<file path="src/rtl/core/hsf_pkg.sv">
`timescale 1ns / 1ps
// ----------------------------------------------------------------------------
// hsf_pkg
// Shared types and constants of the scaled HMM forward step.
// ----------------------------------------------------------------------------
package hsf_pkg;

    localparam int DEF_STATES   = 16;
    localparam int DEF_CHANNELS = 4;
    localparam int DEF_SYMBOLS  = 32;

    // At most this many states produce results per observation.
    localparam int MAX_OUT = 16;

    localparam int PROB_W = 32;
    // Sum of up to MAX_OUT values below 2^32.
    localparam int SUM_W  = 36;
    localparam int WIDE_W = 64;

    localparam logic [PROB_W-1:0] ONE_Q31 = 32'h8000_0000;

    localparam int CFG_IDX_W  = 2;
    localparam int CFG_DATA_W = 5;
    localparam logic [CFG_IDX_W-1:0] REG_NUM_STATES     = 2'd0;
    localparam logic [CFG_IDX_W-1:0] REG_ACTIVE_CHANNELS = 2'd1;

    localparam logic [2:0] CMD_WR_TRANS   = 3'd0;
    localparam logic [2:0] CMD_WR_EMIT    = 3'd1;
    localparam logic [2:0] CMD_WR_INIT    = 3'd2;
    localparam logic [2:0] CMD_OBS_FIRST  = 3'd3;
    localparam logic [2:0] CMD_OBS_NEXT   = 3'd4;

    typedef enum logic [2:0] {
        ST_IDLE,
        ST_INIT,
        ST_TRANS,
        ST_EMIT,
        ST_SUM,
        ST_SCALE,
        ST_NORM_DIV,
        ST_NORM_OUT
    } state_t;

    // Shift enables for the two rings of state cells.
    typedef struct packed {
        logic w_en;
        logic p_en;
    } ring_ctl_t;

endpackage

</file>
<file path="src/rtl/core/hsf_cell.sv">
`timescale 1ns / 1ps
// ----------------------------------------------------------------------------
// hsf_cell
// One state cell: holds a working value and a previous alpha, and takes
// each from its neighbor when its ring shifts.
// ----------------------------------------------------------------------------
module hsf_cell (
    input  logic                          aclk,
    input  logic                          aresetn,
    input  hsf_pkg::ring_ctl_t            ctl,
    input  logic [hsf_pkg::PROB_W-1:0]    w_in,
    input  logic [hsf_pkg::PROB_W-1:0]    p_in,
    output logic [hsf_pkg::PROB_W-1:0]    w_q,
    output logic [hsf_pkg::PROB_W-1:0]    p_q
);

    logic [hsf_pkg::PROB_W-1:0] w_reg, w_next;
    logic [hsf_pkg::PROB_W-1:0] p_reg, p_next;

    always_comb begin
        w_next = ctl.w_en ? w_in : w_reg;
        p_next = ctl.p_en ? p_in : p_reg;
    end

    always_ff @(posedge aclk) begin
        if (!aresetn) begin
            w_reg <= '0;
            p_reg <= '0;
        end else begin
            w_reg <= w_next;
            p_reg <= p_next;
        end
    end

    assign w_q = w_reg;
    assign p_q = p_reg;

endmodule

</file>
<file path="config.mk">
export PLATFORM = sky130hd
export DESIGN_NAME = hsf_cell
export DESIGN_NICKNAME = d
export VERILOG_FILES = /design/src/rtl/core/hsf_pkg.sv /design/src/rtl/core/hsf_cell.sv
export SDC_FILE = /design/constraint.sdc
export NUM_CORES = 1
export LEC_CHECK = 0
export BUFFER_PORTS_ARGS = -buffer_cell sky130_fd_sc_hd__buf_2
export CAP_MARGIN = 20
export CELL_PAD_IN_SITES_DETAIL_PLACEMENT = 1
export CELL_PAD_IN_SITES_GLOBAL_PLACEMENT = 2
export CORE_ASPECT_RATIO = 0.75
export CORE_MARGIN = 2
export CORE_UTILIZATION = 26
export DETAILED_ROUTE_END_ITERATION = 16
export PLACE_DENSITY = 0.88
export SLEW_MARGIN = 0
export SYNTH_ARGS = -nofsm -noshare
export SYNTH_HDL_FRONTEND = slang
export SYNTH_SLANG_ARGS = --single-unit
</file>
<file path="constraint.sdc">
create_clock -name aclk -period 0.85 [get_ports aclk]
set_input_delay 0.17 -clock aclk [delete_from_list [all_inputs] [get_ports aclk]]
set_output_delay 0.17 -clock aclk [all_outputs]
set_load 0.02 [all_outputs]
</file>
# [After elaboration in Yosys (flattened, before gate mapping)]
# Index checks and enable logic that the tools add are counted.
[word_totals] reg_bits=64 latch_bits=0 mem_bits_rw=0 mem_bits_ro=0 input_bits=68 elab_cells=2 memories=0
[op_classes] n_addsub=0 mul=0 div=0 order_cmp=0 eq_ne=0 n_shift=0 muxes=0 n_bitwise=0 n_reduce_logical=0

# [Logic depth before layout (Yosys ltp)]
# Gate-level depths: netlist of the first run.
[depth] depth_word=0 depth_mapped=4 mapped_depth_nobuf=2

# [Worst setup path after synthesis of the first run]
# Ideal clock, no wire load.
[synth_timing] kind="input-to-reg" start="in ctl[0] in the netlist's numbering" end="reg p_reg (netlist bit p_q[10])" setup_time_ns=0.116 arrival_ns=0.642 setup_slack_ns=0.092 cell_stages=4 cell_sequence="buf_6 > buf_12 > mux2i_1 > nor2b_1"
[synth_lines] item="start: declaration" line="hsf_cell.sv:10" rtl="input hsf_pkg::ring_ctl_t ctl,"
[synth_lines] item="end signal: assignment" line="hsf_cell.sv:31" rtl="p_reg <= p_next;"
[synth_lines] item="end: declaration" line="hsf_cell.sv:18" rtl="logic [hsf_pkg::PROB_W-1:0] p_reg, p_next;"

# [Worst setup path after layout of the first run]
[layout_timing] start="reg w_reg (netlist bit w_q[28])" end="out w_q[28] in the netlist's numbering"
[layout_lines] item="start: declaration" line="hsf_cell.sv:17" rtl="logic [hsf_pkg::PROB_W-1:0] w_reg, w_next;"
[layout_lines] item="start signal: assignment" line="hsf_cell.sv:30" rtl="w_reg <= w_next;"
[layout_lines] item="end: declaration" line="hsf_cell.sv:13" rtl="output logic [hsf_pkg::PROB_W-1:0] w_q,"
# No word-level cell between the ends.

==> flow_metrics.tcl, run 1 <==
set metrics [dict create \
    worst_ir_drop_vdd_uv 1040 \
    dpl_cell_area_mm2 0.00323 \
    setup_tns_final_ps -5500 \
    ratio_of_cells_with_drive_above_1_in_the_final_layout 0.629 \
    gpl.final_weighted_congestion 0.663 \
    syn_nets 275 \
    detailed_route_drc_error_count 0 \
    number_of_synthesis_warnings 0 \
    crit_family "flip-flops" \
    setup_violations 64 \
    start_util 0.271 \
    postLayoutCellArea_mm2 0.00405 \
    num-fill-cells 1013 \
    floorplan.die.width_um 117 \
    postSynthRegisterBits 64 \
    worstPathCellList "buf_6" \
    n_antenna_cell 0 \
    area_fraction_of_the_dominant_cell_type_after_synthesis 0.514 \
    finalHoldViolations 0 \
    finish.net_count 413 \
    final_skew_ps 0 \
    tritoncts_num_sinks 64 \
    root_buffer "clkbuf_16" \
    via_count 1960 \
    worst-path-max-fanout 2 \
    finalWirelength_um 6560 \
    ys_types 7 \
    kind_of_capture_point_of_the_worst_setup_path "primary output" \
    grt_setup_unrepaired "yes" \
    clock_path_buffers 2 \
    violations_in_the_final_reports "negative setup slack" \
    timing.hold.ws_ps 106 \
    holdCritPathClass "in2reg" \
    pwrdens_mw_per_mm2 2040 \
    largest_net_degree_at_the_start_of_global_routing 65 \
    port-buffer-count 131 \
    clock_latency_ps 320 \
    setup_slack_after_layout_ps -102 \
    arrival_ps 780 \
    min_path_cells 3 \
    number_of_flops_mapped_to_enable_cells_by_yosys 0 \
    worst_path_max_delay_cell "dfxtp_2" \
    postRouteAntennaNets 0 \
    clock_slew_at_reported_path_ffs_ps 50 \
    floorplan.core_area_mm2 0.00920 \
    grt_use_total 0.130 \
    slew_headroom 0.856 \
    syn_area_per_cell_um2 12.0 \
    netlist_instances 207 \
    fin_util 0.441 \
    post-place-ws_ps -69.8 \
    io_pins 132 \
    synth_area_leaders "dfxtp_1 51%, mux2i_1 26%, nor2b_1 16%, buf_12 4.8%, buf_6 0.90%" \
    timing.final.crit_share 1.12 \
    firstDrtPassIters 2 \
    share_of_the_yosys_chip_area_belonging_to_registers 0.514 \
    tightestPinTransition_ps 216 \
    maxCapViolCount 0 \
    grt-ovfl-total 0 \
    post_synth_instance_area_mm2 0.00249 \
    vertical_extent_of_the_die_um 88.8 \
    synthDominantAreaCellType "dfxtp_1" \
    critical_path_required_ps 680 \
    wire_length_of_the_first_global_routing_pass_um 10200 \
    fp-row-count 30 \
    number_of_cells_on_the_critical_path 1 \
    fmax_ghz 1.05 \
    worst-r2r-cell-count 3 \
    grt_pass1_vias 2149 \
    tritoncts_clock_tree "built" \
    htree_num_levels 3 \
    design.die.area_mm2 0.0104 \
    finalCriticalPeriod_ps 952 \
    run_status "finished, violations left" \
    final_max_slew_viol_count 0 \
    critical_path_class "reg2out" \
    post-dp-hpwl_um 4640 \
    dominantRegCellSynth "dfxtp_1" \
    wl_per_cell_um 13.7 \
    dr.first_iter.drc_count 43 \
    power.leakage_nw 1.92 \
    syn2layout_area_growth_pct 62.6 \
    grt_antenna_before_repair 0 \
    crit_buf_inv 1 \
    async_set_or_reset_register_ratio_after_synthesis 0 \
    crit_path_max_incr_delay_ps 340 \
    synth_commonest_cells "64 x dfxtp_1, 64 x mux2i_1, 64 x nor2b_1, 6 x buf_12, 6 x clkbuf_1" \
    holdBufCountCts 0 \
    critical_path.startpoint_type "flip-flop" \
    numCtsBuffers 9 \
    routed_via_density 4.10 \
]
## final timing paths
path | from | endpoint | slack (ps)
setup / recovery | w_q[28] | w_q[28] | -100
hold / removal | p_in[25] | p_q[25] | 110
hold reg to reg | p_q[25] | p_q[25] | 510
setup reg to reg | w_q[0] | w_q[0] | 80
## layer usage
| layer | up-vias | track usage | part of all wire |
|---|---|---|---|
| met5 | - | 0 | 0 |
| met4 | 0 | 0.0481 | 0.014 |
| met3 | 8 | 0.0692 | 0.10 |
| met2 | 91 | 0.214 | 0.47 |
| met1 | 903 | 0.145 | 0.41 |
| li1 | 958 | - | - |
## layout make-up
| cell class | instances | area (um^2) | share of cell area |
|---|---|---|---|
| clock buffer | 13 | 260 | 0.0642 |
| sequential | 64 | 1360 | 0.336 |
| tap | 128 | 160 | 0.0395 |
| multi-input combinational | 128 | 1040 | 0.257 |
| timing repair buffer | 142 | 1190 | 0.293 |
| clock inverter | 3 | 40.0 | 0.00988 |
## placed cells by master, fill, tap and decap left out
cell	netlist	final
buf_2	1	67
mux2i_1	64	64
nor2b_1	64	64
buf_6	2	64
dfxtp_2	0	64
clkbuf_16	0	9
buf_4	0	7
buf_12	6	4
clkbuf_8	0	2
clkbuf_1	6	2
clkinv_2	0	2
bufinv_16	0	1
## cells by family (layout without fill, tap and decap cells)
family / after synthesis / count (layout) / synth area share
flops: 64 / 64 / 0.514
buf+inv: 15 / 158 / 0.0683
simple gates: 64 / 64 / 0.161
mux: 64 / 64 / 0.257
## power breakdown
| group | switching [mW] | internal, mW |
|---|---|---|
| clock | 1.24 | 2.42 |
| sequential | 0.127 | 3.22 |
| combinational | 0.568 | 0.707 |
| total | 1.94 | 6.35 |
## state kept, by name, indices dropped and copies added (netlist names)
| signal | cells |
|---|---|
| p_q | 32 |
| w_q | 32 |
## per-stage QoR
| stage | total power, mW | std cells |
|---|---|---|
| 2_1_floorplan | 4.00 | 207 |
| 3_3_place_gp | 4.36 | 456 |
| 3_5_place_dp | 4.40 | 456 |
| 4_1_cts | 8.43 | 477 |
| 5_1_grt | 8.67 | 478 |
| 6_report | 8.28 | 478 |
## repair_timing
item,4_1_cts,5_1_grt
setup endpoints to repair,64,64
resized for setup,192,0
setup buffers,5,1
(Power assumes the default switching activity.)
==> run 2: changes to the inputs <==
Settings changed: MAX_ROUTING_LAYER set to met4.
==> run 2 against run 1 <==
Compared with the run above: the flow still finishes with violations (negative setup slack); cell count stayed put; die area did not move; largest power group unchanged; worst setup slack better by 0.54 ps; via count is 0.10% higher; critical path type unchanged.
==> flow_metrics.tcl, run 2 (synthesized netlist as in run 1, its figures left out) <==
set metrics [dict create \
    finalHoldViolations 0 \
    timing.final.crit_share 1.12 \
    n_antenna_cell 0 \
    fmax_ghz 1.05 \
    routed_via_density 4.10 \
    start_util 0.271 \
    critical_path_class "reg2out" \
    finalWirelength_um 6570 \
    numCtsBuffers 9 \
    critical_path_required_ps 680 \
    violations_in_the_final_reports "negative setup slack" \
    firstDrtPassIters 2 \
    vertical_extent_of_the_die_um 88.8 \
    number_of_cells_on_the_critical_path 1 \
    tightestPinTransition_ps 217 \
    most_frequent_cells_in_the_layout "67 x buf_2, 64 x mux2i_1, 64 x nor2b_1, 64 x buf_6, 64 x dfxtp_2" \
    maxCapViolCount 0 \
    cp-startpoint "w_q[28]" \
    crit_buf_inv 1 \
    worst_path_max_delay_cell "dfxtp_2" \
    finalCriticalPeriod_ps 952 \
    floorplan.core_area_mm2 0.00920 \
    grt_setup_unrepaired "yes" \
    post-dp-hpwl_um 4640 \
    worstPathCellList "buf_6" \
    worst-r2r-cell-count 3 \
    setup_slack_after_layout_ps -102 \
    final_skew_ps 0 \
    postRouteAntennaNets 0 \
    pwrdens_mw_per_mm2 2040 \
    floorplan.die.width_um 117 \
    critical_path.reg2reg.endpoint "w_q[0]" \
    grt-ovfl-total 0 \
    dr.first_iter.drc_count 44 \
    layout.cells.most_common "buf_2" \
    gpl.final_weighted_congestion 0.669 \
    worst-r2r-setup-slack_ps 80 \
    clock_latency_ps 320 \
    clock_path_buffers 2 \
    largest_net_degree_at_the_start_of_global_routing 65 \
    fp-row-count 30 \
    ratio_of_cells_with_drive_above_1_in_the_final_layout 0.629 \
    design.die.area_mm2 0.0104 \
    worstSetupEndpoint "w_q[28]" \
    worst-path-max-fanout 2 \
    crit_family "flip-flops" \
    kind_of_capture_point_of_the_worst_setup_path "primary output" \
    fin_cells 478 \
    grt_antenna_before_repair 0 \
    worst_ir_drop_vdd_uv 1040 \
    run_status "finished, violations left" \
    grt_pass1_vias 2160 \
    setup_violations 64 \
    io_pins 132 \
    setup_tns_final_ps -5510 \
    detailed_route_drc_error_count 0 \
    grt_use_total 0.134 \
    critical_path.startpoint_type "flip-flop" \
    clock_slew_at_reported_path_ffs_ps 50 \
    tritoncts_num_sinks 64 \
    port-buffer-count 131 \
    slew_headroom 0.856 \
    fin_util 0.441 \
    wire_length_of_the_first_global_routing_pass_um 10200 \
    root_buffer "clkbuf_16" \
    critical_path.reg2reg.startpoint "w_q[0]" \
    num-fill-cells 1013 \
    via_count 1962 \
    place_inst 456 \
    fin_total_pwr_mw 8.28 \
    final_max_slew_viol_count 0 \
    htree_num_levels 3 \
    timing.hold.ws_ps 106 \
    arrival_ps 780 \
    crit_path_max_incr_delay_ps 340 \
    finish.net_count 413 \
    tritoncts_clock_tree "built" \
    wl_per_cell_um 13.7 \
    power.leakage_nw 1.92 \
    syn2layout_area_growth_pct 62.6 \
    holdCritPathClass "in2reg" \
]
-- run 2: cell counts in the layout (fill, tap and decap cells not counted) --
No cell type changed its count.
-- run 2: layer usage --
layer	up-vias	track usage	wire length, um
li1	958	-	-
met1	905	0.151	2790
met2	91	0.215	3130
met3	8	0.0562	557
met4	0	0.0481	91
met5	-	-	0
-- run 2: worst reg2reg max path, delay by kind of cell, from the launching register on --
kind,cells,cell delay (ps)
buffers and inverters,1,120
DFF,1,320
muxes,1,140
and+or+nand+nor,1,70
-- run 2: worst min-delay path by stage --
stage / end / cells after the start / startpoint
detailed placement: p_q[25] / 3 / p_in[25]
CTS: p_q[25] / 3 / p_in[25]
global placement: w_q[17] / 3 / w_in[17]
global route: w_q[29] / 3 / w_in[29]
finish: p_q[25] / 3 / p_in[25]
floorplan: p_q[0] / 2 / p_in[0]
-- run 2: final cells by class --
cell class / count / area (um^2) / share of cell area
clock buffers: 13 / 260 / 0.0642
clock inverters: 3 / 40.0 / 0.00988
multi-input cells: 128 / 1040 / 0.257
flip-flops and latches: 64 / 1360 / 0.336
well taps: 128 / 160 / 0.0395
repair buffers: 142 / 1190 / 0.293
-- run 2: what timing repair did --
item,4_1_cts,5_1_grt
hold buffers,0,0
gates cloned,0,0
gates resized for setup,192,0
setup buffers,5,1
endpoints found under the setup margin,64,64
-- run 2: per-stage QoR --
step                      setup slack [ps]  area [um^2]
final                                 -102         4050
after global routing                  -141         4050
after detailed placement             -69.8         3230
after global placement               -56.1         3230
after CTS                             -116         4040
after floorplan                       92.2         2490
-- run 2: power by group --
part	total, mW	internal [mW]	switching, mW	leakage, nW
sequential	3.35	3.22	0.128	0.551
combinational	1.28	0.707	0.568	1.22
clock	3.66	2.42	1.24	0.150
total	8.28	6.35	1.93	1.92
