`config.mk`:
```
export PLATFORM = sky130hd
export DESIGN_NAME = hsf_divider
export DESIGN_NICKNAME = d
export VERILOG_FILES = /design/src/rtl/core/hsf_pkg.sv /design/src/rtl/core/hsf_divider.sv
export SDC_FILE = /design/constraint.sdc
export NUM_CORES = 1
export LEC_CHECK = 0
export ABC_AREA = 1
export BUFFER_PORTS_ARGS = -buffer_cell sky130_fd_sc_hd__buf_2
export CAP_MARGIN = 20
export CELL_PAD_IN_SITES_DETAIL_PLACEMENT = 0
export CELL_PAD_IN_SITES_GLOBAL_PLACEMENT = 1
export CORE_UTILIZATION = 37
export DETAILED_ROUTE_END_ITERATION = 8
export PLACE_DENSITY = 0.78
export SYNTH_ARGS = -nofsm -noshare
export SYNTH_HDL_FRONTEND = slang
export SYNTH_SLANG_ARGS = --single-unit
export TNS_END_PERCENT = 100
```
`constraint.sdc`:
```
create_clock -name aclk -period 3.3 [get_ports aclk]
set_clock_uncertainty 0.2 [all_clocks]
set_input_delay 0.495 -clock aclk [delete_from_list [all_inputs] [get_ports aclk]]
set_output_delay 0.495 -clock aclk [all_outputs]
set_load 0.005 [all_outputs]
```
`src/rtl/core/hsf_pkg.sv`:
```
`timescale 1ns / 1ps
// ----------------------------------------------------------------------------
// hsf_pkg
// Shared types and constants of the scaled HMM forward step.
// ----------------------------------------------------------------------------
package hsf_pkg;

    localparam int DEF_STATES   = 16;
    localparam int DEF_CHANNELS = 4;
    localparam int DEF_SYMBOLS  = 32;

    // At most this many states produce results per observation.
    localparam int MAX_OUT = 16;

    localparam int PROB_W = 32;
    // Sum of up to MAX_OUT values below 2^32.
    localparam int SUM_W  = 36;
    localparam int WIDE_W = 64;

    localparam logic [PROB_W-1:0] ONE_Q31 = 32'h8000_0000;

    localparam int CFG_IDX_W  = 2;
    localparam int CFG_DATA_W = 5;
    localparam logic [CFG_IDX_W-1:0] REG_NUM_STATES     = 2'd0;
    localparam logic [CFG_IDX_W-1:0] REG_ACTIVE_CHANNELS = 2'd1;

    localparam logic [2:0] CMD_WR_TRANS   = 3'd0;
    localparam logic [2:0] CMD_WR_EMIT    = 3'd1;
    localparam logic [2:0] CMD_WR_INIT    = 3'd2;
    localparam logic [2:0] CMD_OBS_FIRST  = 3'd3;
    localparam logic [2:0] CMD_OBS_NEXT   = 3'd4;

    typedef enum logic [2:0] {
        ST_IDLE,
        ST_INIT,
        ST_TRANS,
        ST_EMIT,
        ST_SUM,
        ST_SCALE,
        ST_NORM_DIV,
        ST_NORM_OUT
    } state_t;

    // Shift enables for the two rings of state cells.
    typedef struct packed {
        logic w_en;
        logic p_en;
    } ring_ctl_t;

endpackage

```
`src/rtl/core/hsf_divider.sv`:
```
`timescale 1ns / 1ps
// ----------------------------------------------------------------------------
// hsf_divider
// Restoring divider, 64-bit dividend by sum-width divisor, one quotient
// bit per cycle.
// ----------------------------------------------------------------------------
module hsf_divider (
    input  logic                          aclk,
    input  logic                          aresetn,
    input  logic                          start,
    input  logic [hsf_pkg::WIDE_W-1:0]    dividend,
    input  logic [hsf_pkg::SUM_W-1:0]     divisor,
    output logic                          busy,
    output logic                          done,
    output logic [hsf_pkg::WIDE_W-1:0]    quotient
);

    localparam int CW = $clog2(hsf_pkg::WIDE_W);

    logic                        busy_reg;
    logic                        done_reg;
    logic [CW-1:0]               cnt_reg;
    logic [hsf_pkg::SUM_W-1:0]   rem_reg, rem_next;
    logic [hsf_pkg::SUM_W-1:0]   div_reg;
    logic [hsf_pkg::WIDE_W-1:0]  dvd_reg, dvd_next;
    logic [hsf_pkg::SUM_W:0]     trial;
    logic                        ge;

    always_comb begin
        trial    = {rem_reg, dvd_reg[hsf_pkg::WIDE_W-1]};
        ge       = trial >= {1'b0, div_reg};
        rem_next = ge ? hsf_pkg::SUM_W'(trial - {1'b0, div_reg})
                      : trial[hsf_pkg::SUM_W-1:0];
        dvd_next = {dvd_reg[hsf_pkg::WIDE_W-2:0], ge};
    end

    always_ff @(posedge aclk) begin
        if (!aresetn) begin
            busy_reg <= 1'b0;
            done_reg <= 1'b0;
            cnt_reg  <= '0;
        end else if (start) begin
            busy_reg <= 1'b1;
            done_reg <= 1'b0;
            cnt_reg  <= '0;
        end else if (busy_reg) begin
            cnt_reg <= cnt_reg + 1'b1;
            if (cnt_reg == CW'(hsf_pkg::WIDE_W - 1)) begin
                busy_reg <= 1'b0;
                done_reg <= 1'b1;
            end
        end else begin
            done_reg <= 1'b0;
        end
    end

    always_ff @(posedge aclk) begin
        if (start) begin
            rem_reg <= '0;
            div_reg <= divisor;
            dvd_reg <= dividend;
        end else if (busy_reg) begin
            rem_reg <= rem_next;
            dvd_reg <= dvd_next;
        end
    end

    assign busy     = busy_reg;
    assign done     = done_reg;
    assign quotient = dvd_reg;

endmodule
```
[Word level (Yosys, flattened, before mapping)]
Index checks and enable logic that the tools add are counted.
Cells by class
  bitwise logic cells: 2
  $add $sub $neg: 2
  equality and inequality tests: 1
  mux-type cells: 6
  reductions and logical operators: 3
  $lt $le $gt $ge: 1
Operators by type and width (number)
  $mux W64: 2
  $ge A37 B36 Y1: 1
  $mux W36: 1
  $sub A36 B36 Y36: 1
  $add A6 B1 Y6 const B: 1
  $eq A6 B6 Y1 const B: 1
  $mux W1: 3
  $reduce_or A3 Y1: 1
  $not A1 Y1: 2
  $reduce_bool A2 Y1: 1
  $reduce_or A2 Y1: 1
Word-level totals
  output and inout port bits: 66
  word-level logic and storage cells: 21
  register bits after elaboration: 144

[Longest topological paths before layout]
Gate-level depths: netlist of the first run.
  depth after elaboration: 4
  depth in mapped cells: 16
  gate-level depth less buffers: 16

[Worst setup path after synthesis of the first run]
OpenSTA, ideal clock, no wires.
  path kind: input to register
  start point: input start
  end point: register dvd_reg (netlist bit quotient[0]), enable pin
  stages on the path: 3
  required time: 2647 ps
  setup time: 453 ps
  slack: 11 ps
  arrival: 2636 ps
  path through: nor2_1 inv_1 clkbuf_1
On the way
  word-level cells in the longest chain between the ends: 1
Ends and longest elaborated chain
  from (decl): line hsf_divider.sv:10  | input logic start,
  $reduce_bool A2 Y1 (no line)
  to (signal assigned): line hsf_divider.sv:61  | dvd_reg <= dividend;
  to (signal assigned): line hsf_divider.sv:64  | dvd_reg <= dvd_next;
  to (decl): line hsf_divider.sv:25  | logic [hsf_pkg::WIDE_W-1:0] dvd_reg, dvd_next;
Every way passes these cells.
A chain may end at the register's enable or synchronous reset.

[Worst setup path in the final report of the first run]
  start point: register div_reg[10] (netlist name)
  end point: register rem_reg[29] (netlist name)
On the way
  word-level cells in the longest chain between the ends: 2
  elaborated cells between the ends (all ways): 3
Ends and longest elaborated chain
  from (decl): line hsf_divider.sv:24  | logic [hsf_pkg::SUM_W-1:0] div_reg;
  from (signal assigned): line hsf_divider.sv:60  | div_reg <= divisor;
  $sub A36 B36 Y36 / $ge A37 B36 Y1 (equally long branches): line hsf_divider.sv:32, hsf_divider.sv:31
  $mux W36 (*): line hsf_divider.sv:32  | rem_next = ge ? hsf_pkg::SUM_W'(trial - {1'b0, div_reg})
  to (signal assigned): line hsf_divider.sv:63  | rem_reg <= rem_next;
  to (decl): line hsf_divider.sv:23  | logic [hsf_pkg::SUM_W-1:0] rem_reg, rem_next;
Mark *: on every way between the ends. The rest lies on a longest branch, timed or not.

==> results.txt, run 1 <==
----------------------------------------------------
[Critical path]
  CP delay by family, top ... simple AND/OR/NAND/NOR gates
  Path length in cells of the critical path ... 12
  Endpoint required time on the critical path ... 3.39 ns
  Critical path buffers and inverters ... 2
  Cell seen most often among critical-path stages ... sky130_fd_sc_hd__nand2_1
  Arrival time reported for the critical path endpoint ... 2.78 ns
  Endpoint class of the critical path ... flip-flop
  Setup slack of the worst register-to-register path ... 0.61 ns
  Maximum net fanout on the critical path ... 22
  Critical path launch point type ... flip-flop
  Startpoint-to-endpoint class of the critical path ... reg2reg
  Master of the slowest instance on the critical path ... sky130_fd_sc_hd__ha_1
  Critical path's largest stage delay ... 0.36 ns
  Reg2Reg Depth ... 12
  Cell breakdown of the critical path ... inv_1, ha_1, nand2_1, nor2_2, nand2_1, nor3_2, nand3_1, nand4_4, buf_12, nand2_1, nand3_1, o21ai_0

[Synthesis]
  Top post-synthesis cells by area ... sky130_fd_sc_hd__edfxtp_1, sky130_fd_sc_hd__nand2_1, sky130_fd_sc_hd__dfxtp_1
  Most repeated cell in the gate-level netlist after synthesis ... sky130_fd_sc_hd__nand2_1
  Flip-flop cell with the highest count after synthesis ... sky130_fd_sc_hd__edfxtp_1
  Commonest cells post-synth ... sky130_fd_sc_hd__nand2_1, sky130_fd_sc_hd__inv_1, sky130_fd_sc_hd__edfxtp_1
  Top cell type by total area after synthesis ... sky130_fd_sc_hd__edfxtp_1
  Synthesized netlist net count ... 1,333
  Post-synthesis area per instance ... 7.40 sq um
  Ys Warns ... 0
  Unique cell type count in the Yosys netlist ... 39
  Async set-reset flop share out of synthesis ... 0%
  EDFF count, synth ... 100
  Cell Area, Synth ... 0.00882 sq mm
  Share of the synthesized area in the top cell type ... 34.0%
  Flip-flop and latch count after synthesis ... 144
  Sequential-to-total area share from yosys stat ... 44.0%
  Gate count of the mapped netlist ... 1,192

[Layout]
  Final instance area ... 0.0106 sq mm
  Number of standard cells in the final layout excluding fillers ... 1,691
  Share of cells above drive strength 1 ... 18.5%
  Growth of design area from synthesis to finish ... 20.4%
  Nets ... 1,500
  Largest register FFs ... 64
  Diode insertion count for antenna repair ... 0

[Floorplanning]
  Initial Utilization ... 37.7%
  I/O pin cnt ... 169
  Placeable core region ... 0.0234 sq mm
  Standard-cell row count ... 56
  Y dimension of the die ... 156 um
  Horizontal die dimension ... 156 um
  Area of the die ... 0.0245 sq mm

[Clocking]
  Number of gates resized after CTS ... 0
  Root cell of the clock tree ... sky130_fd_sc_hd__clkbuf_16
  Clk Latency, worst-skew pair ... 0.44 ns
  CTS H-tree depth ... 4
  Buffer depth of the longest clock path ... 2
  Clock transition at the registers of the reported paths ... 0.07 ns
  Post-CTS Setup Bufs ... 0
  CTS tree ... done
  Total number of clock tree sinks ... 144
  Number of buffers inserted by hold repair at cts ... 0
  Total clock buffers created by CTS ... 17

[Global route]
  Pin count of the biggest net entering global routing ... 66
  Initial antenna violation count ... 3
  Via count of the first global-routing pass ... 7,666
  Remaining Overflow, GRT ... 0
  All-layer global routing usage ... 22.0%
  Wire length of the first global-routing pass ... 40,900 um

[Pwr]
  Part of the total power dissipated in sequential elements ... 45.0%
  Total power per unit cell area ... 446 mW/mm^2
  Worst voltage drop across the vdd grid ... 0.000305 V
  Share of power burned in combinational logic ... 11.9%
  Proportion of power drawn by the clock network ... 43.1%
  Reported leakage power ... 0.00555 uW
  Cell-internal power ... 3390 uW
  Net switching component of the power ... 1350 uW
  Switching fraction of total power ... 28.5%

[Hold path]
  Min-Delay Path Class ... in2reg
  Number of cells on the worst hold path ... 1

[Detailed routing]
  Antenna-violating nets left ... 0
  Detailed-route via count ... 7,972
  Ratio of routed vias to standard cells ... 4.71
  Routed wire length ... 25,700 um
  Iteration count of the initial detailed-routing pass ... 5
  Routed length per instance ... 15.2 um
  First-iteration detailed-routing DRC count ... 454
  Remaining routing DRC violations ... 0

[Outcome]
  Status ... finished, final reports clean

[Timing]
  Highest clock frequency the design can meet ... 0.372 GHz
  Max-slew headroom at the worst pin ... 59.4%
  Final worst path period share ... 81.5%
  Setup TNS Final ... 0 ns
  Final Hold Slack ... 0.0326 ns
  Number of endpoints with negative hold slack in the final report ... 0
  Post-layout minimum cycle time ... 2.69 ns
  Fin. max-slew vios ... 0
  Unrepaired setup endpoints after global routing ... no
  Slew @ Worst Pin ... 0.608 ns
  Final count of negative-setup-slack endpoints ... 0

[Placed design]
  Placer Congestion ... 0.942
  Placed Cells ... 1,659
  Count of buffers from port buffering ... 168
  Post-placement cell area ... 0.0100 sq mm
  DP HPWL ... 19,200 um

[Flow run]
  Max-capacitance violation count ... 0

----------------------------------------------------
## cell type report
| class | count | area, sq um |
|---|---|---|
| clock inverter | 15 | 185 |
| multi-input combinational | 831 | 4060 |
| tap | 319 | 399 |
| sequential | 144 | 3880 |
| clock buffer | 17 | 425 |
| fill | 2487 | 12800 |
| inverter | 188 | 707 |
| timing repair buffer | 177 | 961 |
## placed cells by master, fill, tap and decap left out, types with 3 or more instances in the layout
| cell | instances |
|---|---|
| sky130_fd_sc_hd__nand3b_1 | 12 |
| sky130_fd_sc_hd__o21ai_0 | 18 |
| sky130_fd_sc_hd__nor4_1 | 3 |
| sky130_fd_sc_hd__ha_1 | 37 |
| sky130_fd_sc_hd__a21oi_1 | 27 |
| sky130_fd_sc_hd__nor2_2 | 7 |
| sky130_fd_sc_hd__buf_4 | 6 |
| sky130_fd_sc_hd__inv_8 | 7 |
| sky130_fd_sc_hd__clkbuf_16 | 17 |
| sky130_fd_sc_hd__inv_1 | 184 |
| sky130_fd_sc_hd__nand3_2 | 14 |
| sky130_fd_sc_hd__xnor2_1 | 16 |
| sky130_fd_sc_hd__o21ai_1 | 7 |
| sky130_fd_sc_hd__nand2_2 | 12 |
| sky130_fd_sc_hd__dfxtp_1 | 44 |
| sky130_fd_sc_hd__o21bai_1 | 5 |
| sky130_fd_sc_hd__edfxtp_1 | 100 |
| sky130_fd_sc_hd__buf_12 | 4 |
| sky130_fd_sc_hd__buf_2 | 167 |
| sky130_fd_sc_hd__nand2_1 | 483 |
| sky130_fd_sc_hd__inv_2 | 3 |
| sky130_fd_sc_hd__nor2_1 | 59 |
| sky130_fd_sc_hd__inv_6 | 3 |
| sky130_fd_sc_hd__nand3_1 | 94 |
| sky130_fd_sc_hd__nor3_1 | 9 |
| sky130_fd_sc_hd__nand4_1 | 8 |
## worst reg2reg max path, cell delays in order (launching register included)
cell	delay, ns
sky130_fd_sc_hd__edfxtp_1	0.33
sky130_fd_sc_hd__inv_1	0.04
sky130_fd_sc_hd__ha_1	0.36
sky130_fd_sc_hd__nand2_1	0.15
sky130_fd_sc_hd__nor2_2	0.19
sky130_fd_sc_hd__nand2_1	0.15
sky130_fd_sc_hd__nor3_2	0.21
sky130_fd_sc_hd__nand3_1	0.16
sky130_fd_sc_hd__nand4_4	0.29
sky130_fd_sc_hd__buf_12	0.24
sky130_fd_sc_hd__nand2_1	0.09
sky130_fd_sc_hd__nand3_1	0.06
sky130_fd_sc_hd__o21ai_0	0.08
## power groups by stage
stage	Combinational (uW)	Sequential, uW	Clock (uW)
after global routing	639	2150	2160
after detailed placement	570	2170	0
after global placement	566	2170	0
after CTS	570	2140	2090
after floorplan	300	2180	0
final	564	2140	2040
## stage by stage
stage / utilization, % / power, uW / worst slack (ns)
4_1_cts: 45.4 / 4800 / 0.610
2_1_floorplan: - / 2480 / 0.0105
3_3_place_gp: 42.8 / 2740 / 0.671
5_1_grt: 45.4 / 4950 / 0.409
6_report: 45.4 / 4740 / 0.609
3_5_place_dp: 42.8 / 2740 / 0.634
## cells by family after synthesis
logic type,count (synthesis),synth area share (%)
flip-flops,144,44.0
AO/OA/AOI/OAI,64,3.97
buffers and inverters,217,9.94
AND/OR/NAND/NOR,711,34.8
adder cells (fa/ha/maj),38,5.47
XOR/XNOR,18,1.79
## worst paths after layout
| check | start | endpoint |
|---|---|---|
| setup / recovery | div_reg[10] | rem_reg[29] |
| hold / removal | divisor[8] | div_reg[8] |
| setup reg to reg | div_reg[10] | rem_reg[29] |
| hold reg to reg | done | done |
## per-layer routing
metal / vias to the layer above / global-route usage, % / routed length (um) / part of all wire (%)
li1: 4100 / - / - / -
met1: 3572 / 28.6 / 11800 / 46
met2: 267 / 35.7 / 11800 / 46
met3: 27 / 5.82 / 1750 / 6.8
met4: 6 / 6.21 / 374 / 1.5
met5: - / 0 / 35 / 0.14
No activity file was read; power rests on OpenSTA's default activity.
==> run 2, diff against run 1 <==
--- a/config.mk
+++ b/config.mk
@@ -10,9 +10,9 @@
 export CAP_MARGIN = 20
 export CELL_PAD_IN_SITES_DETAIL_PLACEMENT = 0
 export CELL_PAD_IN_SITES_GLOBAL_PLACEMENT = 1
-export CORE_UTILIZATION = 37
+export CORE_UTILIZATION = 41
 export DETAILED_ROUTE_END_ITERATION = 8
-export PLACE_DENSITY = 0.78
+export PLACE_DENSITY = 0.82
 export SYNTH_ARGS = -nofsm -noshare
 export SYNTH_HDL_FRONTEND = slang
 export SYNTH_SLANG_ARGS = --single-unit
==> constraint.sdc (replaced) <==
create_clock -name aclk -period 2.7 [get_ports aclk]
set_clock_uncertainty 0.2 [all_clocks]
set_input_delay 0.405 -clock aclk [delete_from_list [all_inputs] [get_ports aclk]]
set_output_delay 0.405 -clock aclk [all_outputs]
set_load 0.005 [all_outputs]
==> run 2 against run 1 <==
Critical path depth increased by 1; critical endpoint is now rem_reg[35]; total power increased by 23%; setup slack got worse by 0.46 ns; sequential share of layout area decreased by 1.5 points; global-route usage increased by 2.3 points; non-clock buffer count increased by 45; sequential power increased by 22%; count of clock-buffer cells in the layout unchanged; fmax increased by 5.5%; cell area increased by 4.2%; largest power group unchanged; highest routed layer is now met4; clock power increased by 22%.
==> results.txt, run 2 (same netlist as run 1, synthesis figures left out) <==
----------------------------------------------------
[Outcome]
  Status ... finished, final reports clean

[Pwr]
  Reported leakage power ... 0.00576 uW (+3.7%)
  Worst voltage drop across the vdd grid ... 0.000355 V (+16%)
  Total power per unit cell area ... 529 mW/mm^2 (+18%)

[Flow run]
  Max-capacitance violation count ... 0 (unchanged)

[Critical path]
  Critical path launch point type ... flip-flop
  Critical path's largest stage delay ... 0.36 ns (about the same)
  Arrival time reported for the critical path endpoint ... 2.67 ns (-0.11 ns)
  Endpoint required time on the critical path ... 2.82 ns (-0.57 ns)
  Maximum net fanout on the critical path ... 4 (-82%)
  Endpoint class of the critical path ... flip-flop
  Cell breakdown of the critical path ... inv_1, ha_1, nand2_1, nor2_1, nand2_1, inv_1, nand4_1, nand3_1, nand2_1, nand3_1, nand3_2, nand2_1, nand2_1
  Setup slack of the worst register-to-register path ... 0.15 ns (-0.46 ns)
  Cell seen most often among critical-path stages ... sky130_fd_sc_hd__nand2_1
  Master of the slowest instance on the critical path ... sky130_fd_sc_hd__ha_1
  CP delay by family, top ... simple AND/OR/NAND/NOR gates
  Startpoint-to-endpoint class of the critical path ... reg2reg
  Critical path buffers and inverters ... 2 (unchanged)

[Timing]
  Fin. max-slew vios ... 0 (unchanged)
  Slew @ Worst Pin ... 0.590 ns (-0.0182 ns)
  Final worst path period share ... 94.5% (+13 points)
  Unrepaired setup endpoints after global routing ... no
  Setup TNS Final ... 0 ns (unchanged)
  Final count of negative-setup-slack endpoints ... 0 (unchanged)
  Number of endpoints with negative hold slack in the final report ... 0 (unchanged)
  Max-slew headroom at the worst pin ... 60.6% (+1.2 points)
  Highest clock frequency the design can meet ... 0.392 GHz (+5.5%)
  Post-layout minimum cycle time ... 2.55 ns (-0.139 ns)

[Placed design]
  Placer Congestion ... 0.944 (+0.24%)
  Count of buffers from port buffering ... 168 (unchanged)
  DP HPWL ... 19,500 um (+1.1%)
  Placed Cells ... 1,624 (-2.1%)

[Detailed routing]
  Ratio of routed vias to standard cells ... 4.80 (+1.8%)
  Detailed-route via count ... 8,124 (+1.9%)
  Routed length per instance ... 15.3 um (+0.52%)
  First-iteration detailed-routing DRC count ... 504 (+11%)
  Routed wire length ... 25,900 um (+0.58%)
  Antenna-violating nets left ... 0 (unchanged)
  Remaining routing DRC violations ... 0 (unchanged)
  Iteration count of the initial detailed-routing pass ... 5 (unchanged)

[Floorplanning]
  Area of the die ... 0.0221 sq mm (-9.6%)
  Placeable core region ... 0.0211 sq mm (-9.9%)
  Standard-cell row count ... 53 (-5.4%)
  I/O pin cnt ... 169 (unchanged)
  Initial Utilization ... 41.8% (+4.1 points)
  Y dimension of the die ... 149 um (-4.9%)
  Horizontal die dimension ... 149 um (-4.9%)

[Clocking]
  Clk Latency, worst-skew pair ... 0.43 ns (about the same)
  Total number of clock tree sinks ... 144 (unchanged)
  Post-CTS Setup Bufs ... 0 (unchanged)
  Total clock buffers created by CTS ... 17 (unchanged)
  Clock transition at the registers of the reported paths ... 0.08 ns (about the same)
  Root cell of the clock tree ... sky130_fd_sc_hd__clkbuf_16
  Buffer depth of the longest clock path ... 2 (unchanged)
  CTS H-tree depth ... 4 (unchanged)
  CTS tree ... done

[Layout]
  Area of the multi-input gates ... 0.00408 sq mm (+0.43%)
  Most common cell after layout, fill and taps aside ... sky130_fd_sc_hd__nand2_1
  Share of cells above drive strength 1 ... 18.8% (+0.33 points)
  Nets ... 1,545 (+3.0%)
  Number of standard cells in the final layout excluding fillers ... 1,692 (+0.059%)
  Largest register FFs ... 64 (unchanged)
  Highest-count cells in the layout ignoring fill and taps ... sky130_fd_sc_hd__nand2_1, sky130_fd_sc_hd__inv_1, sky130_fd_sc_hd__buf_2
  Diode insertion count for antenna repair ... 0 (unchanged)
  Register area ... 0.00388 sq mm (unchanged)
  Growth of design area from synthesis to finish ... 25.4%
  Filler cells ... 2,103 (-15%)

[Global route]
  Wire length of the first global-routing pass ... 41,200 um (+0.62%)
  Pin count of the biggest net entering global routing ... 83 (+26%)
  Via count of the first global-routing pass ... 7,832 (+2.2%)
  All-layer global routing usage ... 24.2% (+2.3 points)
  Remaining Overflow, GRT ... 0 (unchanged)
  Initial antenna violation count ... 0 (-3)

[Hold path]
  Min-Delay Path Class ... in2reg

----------------------------------------------------
-- run 2: worst reg2reg max path, stage by stage, from the launching register on --
cell and delay [ns]:
sky130_fd_sc_hd__edfxtp_1 0.33, sky130_fd_sc_hd__inv_1 0.04, sky130_fd_sc_hd__ha_1 0.36, sky130_fd_sc_hd__nand2_1 0.15, sky130_fd_sc_hd__nor2_1 0.36, sky130_fd_sc_hd__nand2_1 0.13, sky130_fd_sc_hd__inv_1 0.08, sky130_fd_sc_hd__nand4_1 0.07
sky130_fd_sc_hd__nand3_1 0.27, sky130_fd_sc_hd__nand2_1 0.13, sky130_fd_sc_hd__nand3_1 0.12, sky130_fd_sc_hd__nand3_2 0.08, sky130_fd_sc_hd__nand2_1 0.07, sky130_fd_sc_hd__nand2_1 0.04
-- run 2: where the power goes --
part / switching (uW) / leakage, uW / internal [uW]
registers: 72.8 / 0.00136 / 2540
clock network: 1160 / 0.000297 / 1340
logic: 438 / 0.00410 / 308
total: 1670 / 0.00576 / 4180
-- run 2: cell type report --
cell class / instances / share of cell area [%]
Multi-Input combinational cell: 831 / 36.9
Sequential cell: 144 / 35.1
Timing Repair Buffer: 222 / 13.0
Inverter: 188 / 6.39
Clock buffer: 17 / 3.84
Tap cell: 275 / 3.11
Clock inverter: 15 / 1.68
-- run 2: layer usage --
layer	track usage (%)	up-vias	routed length (um)
met2	38.7	287	11900
met3	6.10	20	1910
li1	-	4186	-
met5	0	-	0
met1	32.4	3631	11700
met4	6.80	0	384
-- run 2: path summary, 6_finish.rpt --
check / start / end / cells past startpoint
worst min register to register: rem_reg[18] / rem_reg[18] / 2
worst max register to register: div_reg[16] / rem_reg[35] / 13
worst min-delay path: dividend[14] / quotient[14] / 3
worst max-delay path: div_reg[16] / rem_reg[35] / 13
-- run 2: stage by stage --
stage	power (uW)	setup WS [ns]	cell area, sq um	hold WS [ns]	utilization (%)
global route	6080	0.00399	11100	0.0273	52.5
CTS	5880	0.0823	11000	0.0236	52.4
detailed placement	3370	0.142	10100	0.259	47.8
floorplan	3020	0.480	8820	0.244	-
finish	5850	0.149	11100	0.0307	52.5
global placement	3360	0.158	10100	0.255	47.8
-- run 2: repair_timing --
item,CTS,global route
resized for setup,0,5
endpoints found under the hold margin,36,0
hold buffers,36,0
endpoints found under the setup margin,0,26
